File: config.mk
export PLATFORM = sky130hd
export DESIGN_NAME = ptz_command_frame_encoder
export DESIGN_NICKNAME = d
export VERILOG_FILES = /design/src/sv/ptzfe_pkg.sv /design/src/sv/ptzfe_frame_gen.sv /design/src/sv/ptz_command_frame_encoder.sv
export VERILOG_INCLUDE_DIRS = /design/src /design/src/sv
export SDC_FILE = /design/constraint.sdc
export NUM_CORES = 1
export LEC_CHECK = 0
export ABC_AREA = 1
export BUFFER_PORTS_ARGS = -buffer_cell sky130_fd_sc_hd__buf_4
export CAP_MARGIN = 20
export CORE_MARGIN = 4
export CORE_UTILIZATION = 64
export CTS_BUF_LIST = sky130_fd_sc_hd__clkbuf_16
export CTS_CLUSTER_SIZE = 25
export DETAILED_ROUTE_END_ITERATION = 8
export PLACE_DENSITY = 0.86
export SLEW_MARGIN = 0
export SYNTH_ARGS = -nofsm -noshare
export SYNTH_HDL_FRONTEND = slang
export SYNTH_HIERARCHICAL = 1
export SYNTH_SLANG_ARGS = --single-unit
File: constraint.sdc
create_clock -name clk -period 9.85 [get_ports clk]
set_input_delay 0.4925 -clock clk [delete_from_list [all_inputs] [get_ports clk]]
set_output_delay 0.4925 -clock clk [all_outputs]
set_load 0.1 [all_outputs]
File: src/sv/ptz_command_frame_encoder_macros.svh
// Assertion macros for the PTZ command frame encoder.
// Depends on a clk and an active-low rst_n in the module that expands them.
`ifndef PTZ_COMMAND_FRAME_ENCODER_MACROS_SVH
`define PTZ_COMMAND_FRAME_ENCODER_MACROS_SVH

// Same-cycle implication, checked outside reset.
`define PTZFE_ASSERT_NOW(label, ante, cons) \
    label: assert property (@(posedge clk) disable iff (!rst_n) (ante) |-> (cons)) \
        else $error("ptz frame encoder: same-cycle check failed");

// Next-cycle implication, checked outside reset.
`define PTZFE_ASSERT_NEXT(label, ante, cons) \
    label: assert property (@(posedge clk) disable iff (!rst_n) (ante) |=> (cons)) \
        else $error("ptz frame encoder: next-cycle check failed");

`endif

File: src/sv/ptzfe_pkg.sv
// Shared types, codes and helpers for the PTZ command frame encoder.
// No dependencies; used by ptzfe_frame_gen and the top level.
package ptzfe_pkg;

    localparam int unsigned FuncWidth = 5;

    // Configuration register indexes
    localparam logic CFG_CAMERA_ADDRESS     = 1'b0;
    localparam logic CFG_DEFAULT_MOVE_SPEED = 1'b1;

    localparam logic [7:0] CameraAddressReset    = 8'd1;
    localparam logic [7:0] DefaultMoveSpeedReset = 8'd50;

    // Opcodes
    localparam logic [7:0] OP_NONE        = 8'h00;
    localparam logic [7:0] OP_MOVE        = 8'h18;
    localparam logic [7:0] OP_ZOOM        = 8'h24;
    localparam logic [7:0] OP_IRIS        = 8'h23;
    localparam logic [7:0] OP_FOCUS       = 8'h25;
    localparam logic [7:0] OP_SET_PRESET  = 8'h1D;
    localparam logic [7:0] OP_GOTO_PRESET = 8'h11;
    localparam logic [7:0] OP_PAN_STOP    = 8'h13;
    localparam logic [7:0] OP_TILT_STOP   = 8'h14;
    localparam logic [7:0] OP_MENU        = 8'h28;

    // Data bytes
    localparam logic [7:0] DIR_RIGHT      = 8'h00;
    localparam logic [7:0] DIR_LEFT       = 8'h01;
    localparam logic [7:0] DIR_UP         = 8'h02;
    localparam logic [7:0] DIR_DOWN       = 8'h03;
    localparam logic [7:0] SUB_ZOOM_WIDE  = 8'h00;
    localparam logic [7:0] SUB_ZOOM_TELE  = 8'h01;
    localparam logic [7:0] SUB_IRIS_OPEN  = 8'h02;
    localparam logic [7:0] SUB_IRIS_CLOSE = 8'h03;
    localparam logic [7:0] SUB_FOCUS_NEAR = 8'h00;
    localparam logic [7:0] SUB_FOCUS_FAR  = 8'h01;
    localparam logic [7:0] SUB_ZOOM_STOP  = 8'h04;
    localparam logic [7:0] SUB_IRIS_STOP  = 8'h05;
    localparam logic [7:0] SUB_FOCUS_STOP = 8'h04;
    localparam logic [7:0] MENU_UP        = 8'h00;
    localparam logic [7:0] MENU_DOWN      = 8'h01;
    localparam logic [7:0] MENU_LEFT      = 8'h02;
    localparam logic [7:0] MENU_RIGHT     = 8'h03;
    localparam logic [7:0] MENU_ENTER     = 8'h04;
    localparam logic [7:0] MENU_STOP      = 8'hff;
    localparam logic [7:0] DATA_ZERO      = 8'h00;
    localparam logic [7:0] FOCUS_SPEED    = 8'h01;

    // 15*p/100 == (p * 19665) >> 17 for every 8-bit p
    localparam logic [14:0] SpeedRecip = 15'd19665;
    localparam int unsigned SpeedShift = 17;

    typedef enum logic [FuncWidth-1:0] {
        FN_PAN_LEFT    = 5'd0,
        FN_PAN_RIGHT   = 5'd1,
        FN_TILT_UP     = 5'd2,
        FN_TILT_DOWN   = 5'd3,
        FN_LEFT_UP     = 5'd4,
        FN_LEFT_DOWN   = 5'd5,
        FN_RIGHT_UP    = 5'd6,
        FN_RIGHT_DOWN  = 5'd7,
        FN_ZOOM_WIDE   = 5'd8,
        FN_ZOOM_TELE   = 5'd9,
        FN_IRIS_OPEN   = 5'd10,
        FN_IRIS_CLOSE  = 5'd11,
        FN_FOCUS_NEAR  = 5'd12,
        FN_FOCUS_FAR   = 5'd13,
        FN_STOP        = 5'd14,
        FN_SET_PRESET  = 5'd15,
        FN_GOTO_PRESET = 5'd16,
        FN_MENU_UP     = 5'd17,
        FN_MENU_DOWN   = 5'd18,
        FN_MENU_LEFT   = 5'd19,
        FN_MENU_RIGHT  = 5'd20,
        FN_MENU_ENTER  = 5'd21,
        FN_MENU_STOP   = 5'd22,
        FN_NONE        = 5'd23
    } func_t;

    typedef struct packed {
        logic [7:0] op_code;
        logic [7:0] data_first;
        logic [7:0] data_second;
        logic [7:0] check_byte;
    } frame_t;

    typedef struct packed {
        logic zoom;
        logic iris;
        logic focus;
        logic pan;
        logic tilt;
        logic diag;
    } flags_t;

    typedef struct packed {
        logic   has_frame;
        logic   two_frames;
        frame_t first;
        frame_t second;
        flags_t flags;
    } decode_t;

    function automatic logic [7:0] move_speed(input logic [7:0] pct);
        logic [22:0] prod;
        prod = 23'(pct) * 23'(SpeedRecip);
        return {2'b00, prod[22:SpeedShift]};
    endfunction

    function automatic frame_t make_frame(input logic [7:0] addr, input logic [7:0] op,
                                          input logic [7:0] d0, input logic [7:0] d1);
        frame_t f;
        f.op_code     = op;
        f.data_first  = d0;
        f.data_second = d1;
        f.check_byte  = addr ^ op ^ d0 ^ d1;
        return f;
    endfunction

endpackage

File: src/sv/ptzfe_frame_gen.sv
// Command decode for the PTZ command frame encoder: one command to up to two frames.
// Depends on ptzfe_pkg.
module ptzfe_frame_gen
    import ptzfe_pkg::*;
(
    input  logic [FuncWidth-1:0] func,
    input  logic [7:0]           param,
    input  logic [7:0]           camera_address,
    input  logic [7:0]           default_move_speed,
    input  flags_t               flags,
    output decode_t              dec
);

    logic [7:0] spd;
    logic [7:0] a;

    assign a   = camera_address;
    assign spd = move_speed((param != 8'd0) ? param : default_move_speed);

    always_comb
    begin
        dec            = '0;
        dec.flags      = flags;
        dec.has_frame  = 1'b1;
        dec.two_frames = 1'b0;
        case (func_t'(func))
            FN_PAN_LEFT:
            begin
                dec.first     = make_frame(a, OP_MOVE, DIR_LEFT, spd);
                dec.flags.pan = 1'b1;
            end
            FN_PAN_RIGHT:
            begin
                dec.first     = make_frame(a, OP_MOVE, DIR_RIGHT, spd);
                dec.flags.pan = 1'b1;
            end
            FN_TILT_UP:
            begin
                dec.first      = make_frame(a, OP_MOVE, DIR_UP, spd);
                dec.flags.tilt = 1'b1;
            end
            FN_TILT_DOWN:
            begin
                dec.first      = make_frame(a, OP_MOVE, DIR_DOWN, spd);
                dec.flags.tilt = 1'b1;
            end
            FN_LEFT_UP:
            begin
                dec.first      = make_frame(a, OP_MOVE, DIR_LEFT, spd);
                dec.second     = make_frame(a, OP_MOVE, DIR_UP, spd);
                dec.two_frames = 1'b1;
                dec.flags.diag = 1'b1;
            end
            FN_LEFT_DOWN:
            begin
                dec.first      = make_frame(a, OP_MOVE, DIR_LEFT, spd);
                dec.second     = make_frame(a, OP_MOVE, DIR_DOWN, spd);
                dec.two_frames = 1'b1;
                dec.flags.diag = 1'b1;
            end
            FN_RIGHT_UP:
            begin
                dec.first      = make_frame(a, OP_MOVE, DIR_RIGHT, spd);
                dec.second     = make_frame(a, OP_MOVE, DIR_UP, spd);
                dec.two_frames = 1'b1;
                dec.flags.diag = 1'b1;
            end
            FN_RIGHT_DOWN:
            begin
                dec.first      = make_frame(a, OP_MOVE, DIR_RIGHT, spd);
                dec.second     = make_frame(a, OP_MOVE, DIR_DOWN, spd);
                dec.two_frames = 1'b1;
                dec.flags.diag = 1'b1;
            end
            FN_ZOOM_WIDE:
            begin
                dec.first      = make_frame(a, OP_ZOOM, SUB_ZOOM_WIDE, DATA_ZERO);
                dec.flags.zoom = 1'b1;
            end
            FN_ZOOM_TELE:
            begin
                dec.first      = make_frame(a, OP_ZOOM, SUB_ZOOM_TELE, DATA_ZERO);
                dec.flags.zoom = 1'b1;
            end
            FN_IRIS_OPEN:
            begin
                dec.first      = make_frame(a, OP_IRIS, SUB_IRIS_OPEN, DATA_ZERO);
                dec.flags.iris = 1'b1;
            end
            FN_IRIS_CLOSE:
            begin
                dec.first      = make_frame(a, OP_IRIS, SUB_IRIS_CLOSE, DATA_ZERO);
                dec.flags.iris = 1'b1;
            end
            FN_FOCUS_NEAR:
            begin
                dec.first       = make_frame(a, OP_FOCUS, SUB_FOCUS_NEAR, FOCUS_SPEED);
                dec.flags.focus = 1'b1;
            end
            FN_FOCUS_FAR:
            begin
                dec.first       = make_frame(a, OP_FOCUS, SUB_FOCUS_FAR, FOCUS_SPEED);
                dec.flags.focus = 1'b1;
            end
            FN_STOP:
            begin
                // Stop the highest-priority running motion
                if (flags.zoom)
                begin
                    dec.flags.zoom = 1'b0;
                    dec.first      = make_frame(a, OP_ZOOM, SUB_ZOOM_STOP, DATA_ZERO);
                end
                else if (flags.iris)
                begin
                    dec.flags.iris = 1'b0;
                    dec.first      = make_frame(a, OP_IRIS, SUB_IRIS_STOP, DATA_ZERO);
                end
                else if (flags.focus)
                begin
                    dec.flags.focus = 1'b0;
                    dec.first       = make_frame(a, OP_FOCUS, SUB_FOCUS_STOP, DATA_ZERO);
                end
                else if (flags.pan || (!flags.tilt && flags.diag))
                begin
                    dec.flags.pan = 1'b0;
                    dec.first     = make_frame(a, OP_PAN_STOP, DATA_ZERO, DATA_ZERO);
                    if (flags.diag)
                    begin
                        // Diagonal needs a tilt stop right behind the pan stop
                        dec.flags.diag = 1'b0;
                        dec.flags.tilt = 1'b0;
                        dec.second     = make_frame(a, OP_TILT_STOP, DATA_ZERO, DATA_ZERO);
                        dec.two_frames = 1'b1;
                    end
                end
                else if (flags.tilt)
                begin
                    dec.flags.tilt = 1'b0;
                    dec.first      = make_frame(a, OP_TILT_STOP, DATA_ZERO, DATA_ZERO);
                end
                else
                begin
                    dec.first = make_frame(a, OP_NONE, DATA_ZERO, DATA_ZERO);
                end
            end
            FN_SET_PRESET:  dec.first = make_frame(a, OP_SET_PRESET, DATA_ZERO, param);
            FN_GOTO_PRESET: dec.first = make_frame(a, OP_GOTO_PRESET, DATA_ZERO, param);
            FN_MENU_UP:     dec.first = make_frame(a, OP_MENU, MENU_UP, DATA_ZERO);
            FN_MENU_DOWN:   dec.first = make_frame(a, OP_MENU, MENU_DOWN, DATA_ZERO);
            FN_MENU_LEFT:   dec.first = make_frame(a, OP_MENU, MENU_LEFT, DATA_ZERO);
            FN_MENU_RIGHT:  dec.first = make_frame(a, OP_MENU, MENU_RIGHT, DATA_ZERO);
            FN_MENU_ENTER:  dec.first = make_frame(a, OP_MENU, MENU_ENTER, DATA_ZERO);
            FN_MENU_STOP:   dec.first = make_frame(a, OP_MENU, MENU_STOP, DATA_ZERO);
            default:        dec.has_frame = 1'b0;
        endcase
    end

endmodule

File: src/sv/ptz_command_frame_encoder.sv
// PTZ command frame encoder, top level: request register, decode, result register.
// Depends on ptzfe_pkg, ptzfe_frame_gen and ptz_command_frame_encoder_macros.svh.
//
// Usage:
//   Input channel (in_valid/in_ready, func, param) takes one command request.
//   Output channel (out_valid/out_ready) returns the six-byte frames of each request
//   as frame_address, op_code, data_first, data_second, check_byte (the sender
//   byte is always zero and is not carried). last_frame marks the final frame
//   of a command; diagonal moves and a combined pan/tilt stop give two frames.
//   Config channel (cfg_valid/cfg_ready, cfg_index, cfg_data) writes
//   camera_address (index 0) and default_move_speed (index 1); always ready.
//   Write config only while the block is empty.
// Path: an accepted command passes the request register, the decode and the
//   result register before its first frame is valid.
// Throughput: one single-frame command per cycle while out_ready holds; a two-frame
//   command holds back the next request while its two frames leave through one result register.
// Commands with no frame (func 23 and up) are dropped in the request register.
// Reset: motion flags clear, camera_address = 1, default_move_speed = 50,
//   both stages empty.
// Stall: a held result keeps the request register full, then in_ready drops.
`include "ptz_command_frame_encoder_macros.svh"

module ptz_command_frame_encoder
    import ptzfe_pkg::*;
(
    input  logic                 clk,
    input  logic                 rst_n,
    // command requests
    input  logic                 in_valid,
    output logic                 in_ready,
    input  logic [FuncWidth-1:0] func,
    input  logic [7:0]           param,
    // frames
    output logic                 out_valid,
    input  logic                 out_ready,
    output logic [7:0]           frame_address,
    output logic [7:0]           op_code,
    output logic [7:0]           data_first,
    output logic [7:0]           data_second,
    output logic [7:0]           check_byte,
    output logic                 last_frame,
    // configuration writes
    input  logic                 cfg_valid,
    output logic                 cfg_ready,
    input  logic                 cfg_index,
    input  logic [7:0]           cfg_data
);

    // Configuration registers
    logic [7:0] camera_address_reg;
    logic [7:0] default_move_speed_reg;

    // Request register
    logic                 s1_valid_reg;
    logic [FuncWidth-1:0] s1_func_reg;
    logic [7:0]           s1_param_reg;

    // Motion flags
    flags_t flags_reg;

    // Result register: up to two frames of one command
    logic       res_valid_reg;
    logic       res_valid_next;
    logic       res_sel_reg;
    logic       res_sel_next;
    logic       res_two_reg;
    logic [7:0] res_addr_reg;
    frame_t     res_first_reg;
    frame_t     res_second_reg;

    decode_t dec;
    frame_t  cur;
    logic    res_free;
    logic    s1_advance;
    logic    load;
    logic    out_fire;

    assign cfg_ready = 1'b1;

    always_ff @(posedge clk or negedge rst_n)
    begin
        if (!rst_n)
        begin
            camera_address_reg     <= CameraAddressReset;
            default_move_speed_reg <= DefaultMoveSpeedReset;
        end
        else if (cfg_valid && cfg_ready)
        begin
            case (cfg_index)
                CFG_CAMERA_ADDRESS:     camera_address_reg     <= cfg_data;
                CFG_DEFAULT_MOVE_SPEED: default_move_speed_reg <= cfg_data;
                default:                camera_address_reg     <= camera_address_reg;
            endcase
        end
    end

    // Decode the held request against the current flags
    ptzfe_frame_gen u_frame_gen (
        .func               (s1_func_reg),
        .param              (s1_param_reg),
        .camera_address     (camera_address_reg),
        .default_move_speed (default_move_speed_reg),
        .flags              (flags_reg),
        .dec                (dec)
    );

    // The result register frees up when its last frame is taken
    assign out_fire   = out_valid && out_ready;
    assign res_free   = !res_valid_reg || (out_fire && last_frame);
    assign s1_advance = s1_valid_reg && res_free;
    assign load       = s1_advance && dec.has_frame;
    assign in_ready   = !s1_valid_reg || res_free;

    always_ff @(posedge clk or negedge rst_n)
    begin
        if (!rst_n)
        begin
            s1_valid_reg <= 1'b0;
        end
        else if (in_ready)
        begin
            s1_valid_reg <= in_valid;
        end
    end

    always_ff @(posedge clk)
    begin
        if (in_ready && in_valid)
        begin
            s1_func_reg  <= func;
            s1_param_reg <= param;
        end
    end

    // Advance flags when the request leaves; frameless requests leave them as is
    always_ff @(posedge clk or negedge rst_n)
    begin
        if (!rst_n)
        begin
            flags_reg <= '0;
        end
        else if (s1_advance)
        begin
            flags_reg <= dec.flags;
        end
    end

    always_comb
    begin
        res_valid_next = res_valid_reg;
        res_sel_next   = res_sel_reg;
        if (load)
        begin
            res_valid_next = 1'b1;
            res_sel_next   = 1'b0;
        end
        else if (out_fire)
        begin
            if (last_frame)
            begin
                res_valid_next = 1'b0;
                res_sel_next   = 1'b0;
            end
            else
            begin
                // Move on to the second frame of the command
                res_sel_next = 1'b1;
            end
        end
    end

    always_ff @(posedge clk or negedge rst_n)
    begin
        if (!rst_n)
        begin
            res_valid_reg <= 1'b0;
            res_sel_reg   <= 1'b0;
            res_two_reg   <= 1'b0;
        end
        else
        begin
            res_valid_reg <= res_valid_next;
            res_sel_reg   <= res_sel_next;
            if (load)
            begin
                res_two_reg <= dec.two_frames;
            end
        end
    end

    always_ff @(posedge clk)
    begin
        if (load)
        begin
            res_addr_reg   <= camera_address_reg;
            res_first_reg  <= dec.first;
            res_second_reg <= dec.second;
        end
    end

    assign cur           = res_sel_reg ? res_second_reg : res_first_reg;
    assign out_valid     = res_valid_reg;
    assign frame_address = res_addr_reg;
    assign op_code       = cur.op_code;
    assign data_first    = cur.data_first;
    assign data_second   = cur.data_second;
    assign check_byte    = cur.check_byte;
    assign last_frame    = !res_two_reg || res_sel_reg;

    // The second frame is shown only for a two-frame command
    `PTZFE_ASSERT_NOW(a_sel_needs_two, res_valid_reg && res_sel_reg, res_two_reg)
    // A taken first frame of a pair is followed by its final frame
    `PTZFE_ASSERT_NEXT(a_pair_follows, out_fire && !last_frame, out_valid && last_frame)
    // A blocked request stays in the request register
    `PTZFE_ASSERT_NEXT(a_s1_holds, s1_valid_reg && !res_free, s1_valid_reg)

endmodule

# --- After elaboration in Yosys (flattened, before gate mapping) ---
# Index checks and enable logic that the tools add are counted.
word_totals:
  in_bits: 27
  elab_cells: 162
  regBits: 111
  output_inout_bits: 44
op_classes:
  n_mul: 1
  reduce_logical: 44
  n_bitwise: 27
  n_eq_ne: 27
  n_mux: 40
op_table:
  columns: ["operator", "n"]
  rows:
  - ["32-bit case mux with 19 select lines", 1]
  - ["29-bit two-way mux", 7]
  - ["32-bit two-way mux", 4]
  - ["32-bit case mux with 3 select lines", 1]
  - ["5-bit by 4-bit equality test with 1-bit output, second input constant", 8]
  - ["5-bit equality test, second input constant", 7]
  - ["8-bit by 6-bit bitwise XOR with 8-bit output", 4]
  - ["8-bit by 15-bit multiplier with 23-bit output, second input constant", 1]
  - ["23-bit OR reduction", 1]
  - ["5-bit by 3-bit equality test with 1-bit output, second input constant", 4]
  - ["6-bit AND reduction", 3]
  - ["2-bit NOT", 8]
  - ["2-bit nonzero test", 8]
  - ["8-bit bitwise XOR", 2]
  - ["1-bit two-way mux", 15]
  - ["1-bit case mux with 2 select lines", 7]
  - ["2-bit OR reduction", 7]
  - ["5-bit by 2-bit equality test with 1-bit output, second input constant", 2]
  - ["3-bit NOT", 3]
  - ["8-bit two-way mux", 1]
  - ["1-bit NOT", 8]
  - ["8-bit NOT", 1]
  - ["2-bit AND reduction", 4]
  - ["8-bit nonzero test", 1]
  - ["17 further kinds", 31]

# --- Depth between registers and ports, before layout ---
# Gate-level depths: netlist of the first run.
depth:
  ltp_word: 8
  mapped_depth: 24

# --- Cells and area by module ---
# The synthesis of the first run kept the hierarchy.
by_module_without_submodules:
  columns: ["mod", "area_each_um2", "seq_area_each_um2", "cells_each", "n_inst"]
  rows:
  - ["ptz_command_frame_encoder", 4042.6, 3208.1, 302, 1]
  - ["ptzfe_frame_gen", 3224.3, 0.0, 521, 1]

# --- Worst setup path after synthesis of the first run ---
# No wires, ideal clock.
synth_timing:
  path_type: "reg2reg"
  start: "reg s1_param_reg[3]"
  end: "reg res_first_reg[3] (netlist name) (data pin)"
  path_buffers: 0
  setup_ns: 0.262
  stages_incl_launch_ff: 22
  arrival_time_ns: 4.007
  period_less_slack_ns: 4.269
  setup_slack_ns: 5.581
  cell_sequence: "edfxtp_1 > nor2_2 > nand2_2 > nor2_4 > nand2_1 > nand2_1 > ha_1 > fa_1 > inv_1 > fa_1 > fa_1 > inv_1 > ha_1 > nand2_1 > a2111oi_0 > nand2_1 > nand2_1 > nand2_1 > nand2_2 > nand2_2 > nand3_1 > nand2_1"
synth_lines:
  columns: ["element", "line", "source"]
  rows:
  - ["start: declaration", "ptz_command_frame_encoder.sv:56", "logic [7:0] s1_param_reg;"]
  - ["start signal: assignment", "ptz_command_frame_encoder.sv:131", "s1_param_reg <= param;"]
  - ["end signal: assignment", "ptz_command_frame_encoder.sv:196", "res_first_reg <= dec.first;"]
  - ["end: declaration", "ptz_command_frame_encoder.sv:68", "frame_t res_first_reg;"]

==> results.py, run 1 <==
metrics = {
    "timing": {
        "final-hold-violation-count": 0,
        "fmax_mhz": 203.9,
        "finalCriticalPeriod_ns": 4.904,
        "worst_pin_slew_ns": 0.9078,
        "fin_crit_sh": 0.4978,
        "finalSetupTns_ns": 0,
        "rsz0062_at_grt": "no",
        "slew-limit-headroom": 0.3925,
        "final-max-slew-violation-count": 0,
        "fin_skew_ns": 0.01416,
        "setup_viol": 0,
    },
    "global_routing": {
        "grt_max_degree": 73,
        "grt_pass1_wl_mm": 30.62,
        "grt_overflow_total": 0,
        "grt_pass1_vias": 5940,
        "antenna_found_initial": 0,
        "grt_usage": 0.2991,
    },
    "floorplanning": {
        "die_h_um": 114.6,
        "die_area_um2": 13120,
        "core-area_um2": 10980,
        "rows": 38,
        "initial_core_util": 0.6617,
        "die_w_um": 114.6,
        "io_pins": 71,
    },
    "power": {
        "p_sw_frac": 0.5361,
        "ir_drop_mv": 0.3814,
        "powerDensity_nw_per_um2": 325.9,
        "comb_power_share": 0.586,
        "p_clk_frac": 0.149,
        "p_sw_w": 0.001421,
        "power.leakage_nw": 3.949,
        "power_frac_seq": 0.265,
        "p_int_w": 0.001229,
    },
    "logic_synthesis": {
        "synth_seq_area_share": 0.4415,
        "async_flop_share": 0.2342,
        "avgSynthCellArea_um2": 8.830,
        "syn_inst": 823,
        "synth_seq_cells": 111,
        "ys_types": 56,
        "yosysWarningCount": 6,
        "synth_edf_count": 85,
        "synth_area_um2": 7267,
        "synthFlopType": "edfxtp_1",
    },
    "clock_network": {
        "hold_buffers": 0,
        "cts_made_buffers": 9,
        "cts_setup_buffers": 0,
        "ctsResizeCount": 0,
        "htreeDepth": 3,
        "clk_latency_ns": 0.35,
        "clockRootBuffer": "clkbuf_16",
        "clk_path_buf_depth": 2,
        "clkSlewWorstSetupHoldPaths_ns": 0.09,
        "cts_tree": "done",
        "cts_sinks": 111,
    },
    "worst_hold_path": {
        "min_path_type": "in -> async",
    },
    "route": {
        "wl_per_cell_um": 18.15,
        "vias_per_cell": 5.815,
        "drt_iter0_drc": 825,
        "dr.pass1.iters": 6,
        "routed_wl_mm": 18.69,
        "drc": 0,
        "vias": 5989,
        "postRouteAntennaNets": 0,
    },
    "finish": {
        "final_cell_mix": "nand2_1 (224), inv_1 (99), edfxtp_1 (85), buf_4 (71), nor2_1 (62)",
        "nets": 978,
        "design_area_um2": 8132,
        "layout-drive-gt1-share": 0.1787,
        "final_common_cell": "nand2_1",
        "synthToLayoutAreaGrowth_pct": 11.90,
        "num-fill-cells": 804,
        "antennaDiodeCount": 0,
    },
    "placed_design": {
        "dpl_cell_area_um2": 7794,
        "gp_congestion": 1.010,
        "place.detailed.hpwl_mm": 14.83,
        "portBuffers": 69,
    },
    "worst_setup_path": {
        "rr_startpoint": "s1_param_reg[3]",
        "endpoint_kind": "flop",
        "crit_fanout": 8,
        "cp.arrival_ns": 4.99,
        "cp-start-kind": "flop",
        "crit_path_start": "s1_param_reg[3]",
        "cp.required_ns": 9.94,
        "critical_path_class": "reg -> reg",
    },
    "status": {
        "status": "completed",
    },
    "flow_run": {
        "drv_cap": 0,
    },
}
-- per-stage QoR --
stage | worst slack, ns | std cells | hold WS (ns) | utilization | total power (W)
6_report | 4.946 | 1030 | 0.04448 | 0.7404 | 0.002650
2_1_floorplan | 5.581 | 837 | 0.1969 | - | 0.001908
3_5_place_dp | 5.090 | 1014 | 0.4284 | 0.7096 | 0.002237
5_1_grt | 4.644 | 1030 | 0.06443 | 0.7404 | 0.002808
3_3_place_gp | 5.284 | 1014 | 0.4178 | 0.7096 | 0.002197
4_1_cts | 5.028 | 1030 | 0.05121 | 0.7404 | 0.002637
-- power groups by stage --
stage,clock [W],combinational (W),sequential [W]
detailed placement,0,0.00152,0.000712
global route,0.000418,0.00168,0.000714
finish,0.000395,0.00155,0.000703
CTS,0.000396,0.00154,0.000702
global placement,0,0.00149,0.000705
floorplan,0,0.00116,0.000752
-- cells in the mapped netlist (3+ instances only) --
cell type	n	area, um2
nand2_2	25	156.4
nor2_2	5	31.28
fa_1	16	320.3
a21oi_1	25	125.1
dfrtp_1	22	550.5
o2111ai_1	3	26.28
nor3_1	8	40.04
dfstp_2	4	105.1
nor2_4	5	56.30
nand3_1	43	215.2
o21ai_0	40	200.2
buf_2	10	50.05
nand2_4	5	56.30
nor2_1	62	232.7
inv_2	5	18.77
nand2_1	224	840.8
o211ai_1	3	22.52
o21ai_1	3	15.01
nand3_2	8	80.08
edfxtp_1	85	2552
nor4_1	4	25.02
inv_1	100	375.4
buf_4	21	157.7
nand4_1	9	56.30
ha_1	50	625.6
-- kinds of logic after synthesis --
group                      share of synthesized area
AOI/OAI and AO/OA                            0.07593
buffers and inverters                        0.08970
and+or+nand+nor                               0.2605
DFF                                           0.4415
other                                       0.001033
adders and majority gates                     0.1302
xor gates and xnor gates                    0.001205
-- final cells by class --
| class | instances | area (um2) | area share |
|---|---|---|---|
| multi-input cells | 583 | 3460 | 0.4255 |
| clock inverters | 7 | 112.6 | 0.01385 |
| flip-flops and latches | 111 | 3208 | 0.3945 |
| repair buffers | 71 | 533.0 | 0.06555 |
| inverters | 109 | 417.9 | 0.05139 |
| clock buffers | 9 | 225.2 | 0.02770 |
| well taps | 140 | 175.2 | 0.02154 |
-- metal layers --
layer,routed length (um),track usage
met2,8593,0.4757
met3,1655,0.04545
met1,7973,0.4245
met5,0,0
met4,471,0.09422
-- critical path: stages (launching register included) --
cell and delay, ns:
edfxtp_1 0.48, nor2_2 0.07, nand2_2 0.09, nor2_4 0.07, a21oi_1 0.47, inv_1 0.26
ha_1 0.35, inv_1 0.05, fa_1 0.45, fa_1 0.51, inv_1 0.05, ha_1 0.31
a21oi_1 0.13, o21ai_0 0.18, a221oi_1 0.52, nand3_1 0.24, nand3_1 0.15, nand2_1 0.10
nand2_1 0.10, nand2_1 0.06
-- worst paths after layout --
path	to	slack (ns)	depth (start not counted)
worst max-delay path	res_first_reg[4]	4.95	19
worst min-delay path	flags_reg[1]	0.04	1
worst max register to register	res_first_reg[4]	4.95	19
worst min register to register	default_move_speed_reg[5]	0.50	2
max in group asynchronous	default_move_speed_reg[5]	9.49	1
min in group clk	s1_func_reg[0]	0.32	1
Note: power is estimated with default switching activity, not from simulation.
==> run 2: changes to the inputs <==
Settings changed: CORE_UTILIZATION 64 to 61, PLACE_DENSITY 0.86 to 0.83.
Clock period 9.85 ns to 4.9 ns, I/O delays scaled along.
==> run 2 against run 1 <==
Net effect: worst setup slack worse by 4.7 ns; sequential share of layout area down 0.46 points; core utilization down 2.6 points; maximum frequency up 4.5%.
==> results.py, run 2 (same netlist as run 1, synthesis figures left out) <==
metrics = {
    "timing": {
        "setup_ws_ns": 0.2082,
        "slew-limit-headroom": 0.3306,
        "setup_viol": 0,
        "fmax_mhz": 213.1,
        "final-max-slew-violation-count": 0,
        "fin_skew_ns": 0.006902,
        "whs_ns": 0.05432,
        "finalCriticalPeriod_ns": 4.692,
        "worst_pin_slew_ns": 1.000,
        "final-hold-violation-count": 0,
        "rsz0062_at_grt": "yes",
        "fin_crit_sh": 0.9575,
    },
    "global_routing": {
        "grt_pass1_wl_mm": 27.01,
        "grt_max_degree": 55,
        "grt_overflow_total": 0,
        "grt_pass1_vias": 5518,
        "grt_usage": 0.2587,
        "antenna_found_initial": 0,
    },
    "worst_setup_path": {
        "cp.required_ns": 5.02,
        "crit_family": "adder cells",
        "reg2regPathDepth": 20,
        "worstReg2RegEnd": "res_first_reg[1]",
        "path_cells": "nor2_1 > nand2_2 > nor2_4 > nand2_1 > nand2_2 > ha_1 > fa_1 > inv_1 > fa_1 > fa_1 > inv_1 > ha_1 > nand2_1 > o21ai_0 > a21oi_2 > nand3_1 > nand3_2 > nand2_2 > nand2_2 > nand3_2",
        "critPathSlowestCell": "fa_1",
        "worst-path-stages": 20,
        "rr_startpoint": "s1_param_reg[6]",
        "crit_fanout": 8,
        "cp-start-kind": "flop",
        "cp.arrival_ns": 4.81,
        "crit_path_start": "s1_param_reg[6]",
        "path_buf_inv": 2,
        "critical_path_class": "reg -> reg",
        "cpPeakStageDelay_ns": 0.53,
        "cp_common_cell": "nand2_2",
        "rrSetupSlack_ns": 0.21,
        "setup.worst_path.end": "res_first_reg[1]",
        "endpoint_kind": "flop",
    },
    "floorplanning": {
        "io_pins": 71,
        "core-area_um2": 11520,
        "die_h_um": 117.1,
        "die_w_um": 117.1,
        "die_area_um2": 13720,
        "rows": 39,
        "initial_core_util": 0.6310,
    },
    "route": {
        "dr.pass1.iters": 5,
        "wl_per_cell_um": 16.24,
        "drt_iter0_drc": 548,
        "vias_per_cell": 5.542,
        "vias": 5775,
        "postRouteAntennaNets": 0,
        "drc": 0,
        "routed_wl_mm": 16.92,
    },
    "placed_design": {
        "place.detailed.hpwl_mm": 13.19,
        "dp_slack_ns": 0.2147,
        "dpl_cell_area_um2": 7797,
        "portBuffers": 69,
        "gp_congestion": 0.9764,
    },
    "clock_network": {
        "cts_made_buffers": 9,
        "clkSlewWorstSetupHoldPaths_ns": 0.08,
        "htreeDepth": 3,
        "clk_path_buf_depth": 2,
        "clk_latency_ns": 0.36,
        "cts_tree": "done",
        "cts_sinks": 111,
        "clockRootBuffer": "clkbuf_16",
    },
    "status": {
        "status": "completed",
    },
    "finish": {
        "num-fill-cells": 875,
        "regArea_um2": 3208,
        "design_area_um2": 8227,
        "multi_input_area_um2": 3491,
        "synthToLayoutAreaGrowth_pct": 13.21,
        "layout-drive-gt1-share": 0.1913,
        "antennaDiodeCount": 0,
        "postLayoutCoreUtil": 0.7144,
        "final_cell_mix": "nand2_1 (223), inv_1 (99), edfxtp_1 (85), buf_4 (78), nor2_1 (61)",
        "nets": 987,
        "final_common_cell": "nand2_1",
    },
    "power": {
        "ir_drop_mv": 0.2828,
        "powerDensity_nw_per_um2": 642.2,
        "power.leakage_nw": 3.983,
    },
    "flow_run": {
        "drv_cap": 0,
    },
    "worst_hold_path": {
        "min_path_type": "in -> reg",
    },
}
-- run 2: layer usage --
| metal | up-vias | part of all wire | global-route usage |
|---|---|---|---|
| met5 | - | 0 | 0 |
| met4 | 0 | 0.021 | 0.09174 |
| met3 | 34 | 0.082 | 0.05810 |
| met2 | 258 | 0.45 | 0.3997 |
| met1 | 2651 | 0.45 | 0.3621 |
| li1 | 2832 | - | - |
-- run 2: power by group --
part / switching [W] / internal [W] / total (W) / leakage (nW)
logic: 0.00232 / 0.000795 / 0.00312 / 2.71
clock network: 0.000360 / 0.000407 / 0.000767 / 0.147
registers: 0.000127 / 0.00127 / 0.00140 / 1.13
total: 0.00281 / 0.00248 / 0.00528 / 3.98
-- run 2: layout make-up --
type | count | share of cell area
timing repair buffer | 80 | 0.07483
inverter | 109 | 0.05080
clock inverter | 7 | 0.01095
multi-input combinational | 583 | 0.4243
tap | 143 | 0.02175
clock buffer | 9 | 0.02738
sequential | 111 | 0.3900
-- run 2: what timing repair did --
action / in CTS / in global routing
hold endpoints to repair: 22 / 0
gates resized for setup: 0 / 9
endpoints found under the setup margin: 0 / 16
buffers inserted: 0 / 7
hold buffers: 1 / 0
-- run 2: how the worst min path moves through the flow --
stage / from / to / slack [ns] / depth (start not counted)
floorplan: rst_n / camera_address_reg[1] / -0.05 / 0
global placement: rst_n / res_sel_reg / 0.17 / 1
detailed placement: rst_n / res_sel_reg / 0.18 / 1
CTS: func[2] / s1_func_reg[2] / 0.05 / 1
global route: func[3] / s1_func_reg[3] / 0.05 / 1
finish: func[2] / s1_func_reg[2] / 0.05 / 1
-- run 2: metrics by stage --
step | setup TNS [ns] | total power [W] | instances
after floorplan | 0 | 0.003836 | 837
after global placement | 0 | 0.004408 | 1017
after detailed placement | 0 | 0.004446 | 1017
after CTS | 0 | 0.005224 | 1034
after global routing | -0.2976 | 0.005619 | 1042
final | 0 | 0.005283 | 1042
==> run 3: changes to the inputs <==
--- a/config.mk
+++ b/config.mk
@@ -15,4 +15,5 @@
 export CTS_CLUSTER_SIZE = 25
 export DETAILED_ROUTE_END_ITERATION = 8
+export GPL_TIMING_DRIVEN = 0
 export PLACE_DENSITY = 0.83
 export SLEW_MARGIN = 0
==> constraint.sdc (replaced) <==
create_clock -name clk -period 4.9 [get_ports clk]
set_input_delay 0.245 -clock clk [delete_from_list [all_inputs] [get_ports clk]]
set_output_delay 0.245 -clock clk [all_outputs]
set_load 0.005 [all_outputs]
==> run 3 against run 2 <==
Net effect: die area stayed put; sequential share of layout area decreased by 0.82 points; combinational power down 32%; global-route usage grew 1.1 points; sequential power about the same; maximum frequency shrank 1.9%; non-clock buffer count is 36 higher; clock skew is 0.0025 ns higher; first-iteration DRC count grew 18%; wire length grew 4.7%; clock power down 11%; cell area rose by 2.1%.
==> results.py, run 3 (same netlist as run 1, synthesis figures left out) <==
metrics = {
    "clock_network": {
        "clk_latency_ns": 0.36,
        "clk_path_buf_depth": 2,
        "cts_made_buffers": 9,
        "cts_sinks": 111,
        "clockRootBuffer": "clkbuf_16",
        "clkSlewWorstSetupHoldPaths_ns": 0.07,
        "cts_tree": "done",
        "htreeDepth": 3,
    },
    "worst_hold_path": {
        "min_to": "s1_param_reg[4]",
        "min_path_type": "in -> reg",
        "hold_depth": 1,
        "hold_start": "param[4]",
    },
    "timing": {
        "worst_pin_slew_ns": 0.9671,
        "rsz0062_at_grt": "yes",
        "final-hold-violation-count": 0,
        "finalCriticalPeriod_ns": 4.782,
        "fin_crit_sh": 0.9758,
        "setup_ws_ns": 0.1183,
        "slew-limit-headroom": 0.3529,
        "final-max-slew-violation-count": 0,
        "fin_skew_ns": 0.009354,
        "whs_ns": 0.06253,
        "setup_viol": 0,
        "fmax_mhz": 209.1,
    },
    "route": {
        "vias": 5959,
        "postRouteAntennaNets": 0,
        "dr.pass1.iters": 6,
        "drc": 0,
        "wl_per_cell_um": 16.43,
        "routed_wl_mm": 17.71,
        "drt_iter0_drc": 647,
        "vias_per_cell": 5.528,
    },
    "power": {
        "p_sw_w": 0.001752,
        "ir_drop_mv": 0.2228,
        "power.leakage_nw": 4.133,
        "powerDensity_nw_per_um2": 497.0,
        "power_frac_seq": 0.333,
        "comb_power_share": 0.504,
        "p_int_w": 0.002425,
        "p_sw_frac": 0.4194,
        "p_clk_frac": 0.163,
    },
    "worst_setup_path": {
        "cp.arrival_ns": 4.88,
        "cp.required_ns": 5.00,
        "rr_startpoint": "s1_param_reg[6]",
        "worstReg2RegEnd": "res_first_reg[3]",
        "crit_fanout": 8,
        "reg2regPathDepth": 21,
        "critical_path_class": "reg -> reg",
        "endpoint_kind": "flop",
        "cp-start-kind": "flop",
        "rrSetupSlack_ns": 0.12,
    },
    "global_routing": {
        "antenna_found_initial": 0,
        "grt_overflow_total": 0,
        "grt_pass1_vias": 5661,
        "grt_max_degree": 40,
        "grt_usage": 0.2696,
        "grt_pass1_wl_mm": 28.21,
    },
    "placed_design": {
        "numPlacedInstances": 1050,
        "portBuffers": 69,
        "place.detailed.hpwl_mm": 13.90,
        "gp_congestion": 0.9782,
        "dp_slack_ns": 0.07422,
    },
    "floorplanning": {
        "initial_core_util": 0.6310,
        "die_h_um": 117.1,
        "rows": 39,
        "die_area_um2": 13720,
        "io_pins": 71,
        "core-area_um2": 11520,
        "die_w_um": 117.1,
    },
    "finish": {
        "final_common_cell": "nand2_1",
        "final_cell_mix": "nand2_1 (223), buf_4 (101), inv_1 (99), edfxtp_1 (85), nor2_1 (62)",
        "nets": 1023,
        "finalNonFillerCells": 1078,
        "antennaDiodeCount": 0,
        "synthToLayoutAreaGrowth_pct": 15.63,
        "layout-drive-gt1-share": 0.2139,
    },
    "status": {
        "status": "completed",
    },
    "flow_run": {
        "drv_cap": 0,
    },
}
run 3: layer usage:
layer	track usage	part of all wire	up-vias
li1	-	-	2901
met1	0.3826	0.43	2743
met2	0.4291	0.47	278
met3	0.04679	0.082	37
met4	0.07798	0.020	0
met5	0	0	-
run 3: how the worst max path moves through the flow:
| stage | startpoint | to | cells after the start |
|---|---|---|---|
| after global routing | s1_param_reg[6] | res_first_reg[0] | 20 |
| after detailed placement | s1_param_reg[3] | res_first_reg[0] | 20 |
| final | s1_param_reg[6] | res_first_reg[3] | 21 |
| after CTS | s1_param_reg[3] | res_first_reg[3] | 21 |
| after global placement | s1_param_reg[1] | res_first_reg[0] | 20 |
| after floorplan | s1_param_reg[3] | res_first_reg[3] | 21 |
run 3: layout make-up:
type                       instances  area [um2]
buffer                            34       234.0
sequential                       111        3208
fill                             874        3113
inverter                         109       417.9
clock inverter                     7       46.29
timing repair buffer              82       630.6
multi-input combinational        583        3462
clock buffer                       9       225.2
tap                              143       178.9
run 3: per-stage QoR:
step | total power [W] | instance area, um2 | util | TNS (ns)
floorplan | 0.002786 | 7320 | - | 0
global placement | 0.003387 | 8016 | 0.6961 | 0
detailed placement | 0.003467 | 8036 | 0.6978 | 0
CTS | 0.004157 | 8318 | 0.7223 | 0
global route | 0.004506 | 8403 | 0.7297 | -0.08439
finish | 0.004177 | 8403 | 0.7297 | 0
run 3: power by group through the flow:
| stage | registers [W] | logic, W | clock network, W |
|---|---|---|---|
| CTS | 0.00139 | 0.00207 | 0.000689 |
| finish | 0.00139 | 0.00211 | 0.000680 |
| detailed placement | 0.00141 | 0.00205 | 0 |
| global route | 0.00141 | 0.00237 | 0.000726 |
| floorplan | 0.00139 | 0.00140 | 0 |
| global placement | 0.00141 | 0.00197 | 0 |
run 3: repair_timing:
item | CTS | global route
endpoints found under the hold margin | 22 | 0
setup buffers | 0 | 11
hold buffers | 1 | 0
setup endpoints to repair | 0 | 20
gates resized for setup | 0 | 1
run 3: worst max-delay path: stages, from the launching register on:
cell and delay (ns):
edfxtp_1 0.42, nor2_1 0.16, nand2_2 0.09, nor2_4 0.22, nand2_1 0.15, nand2_2 0.15
ha_1 0.28, fa_1 0.52, inv_1 0.06, fa_1 0.47, fa_1 0.51, inv_1 0.05
ha_1 0.31, nand2_1 0.11, a2111oi_0 0.42, nand2_1 0.15, nand2_1 0.09, nand2_1 0.09
nand2_2 0.09, nand2_2 0.05, nand3_1 0.08, nand2_1 0.06
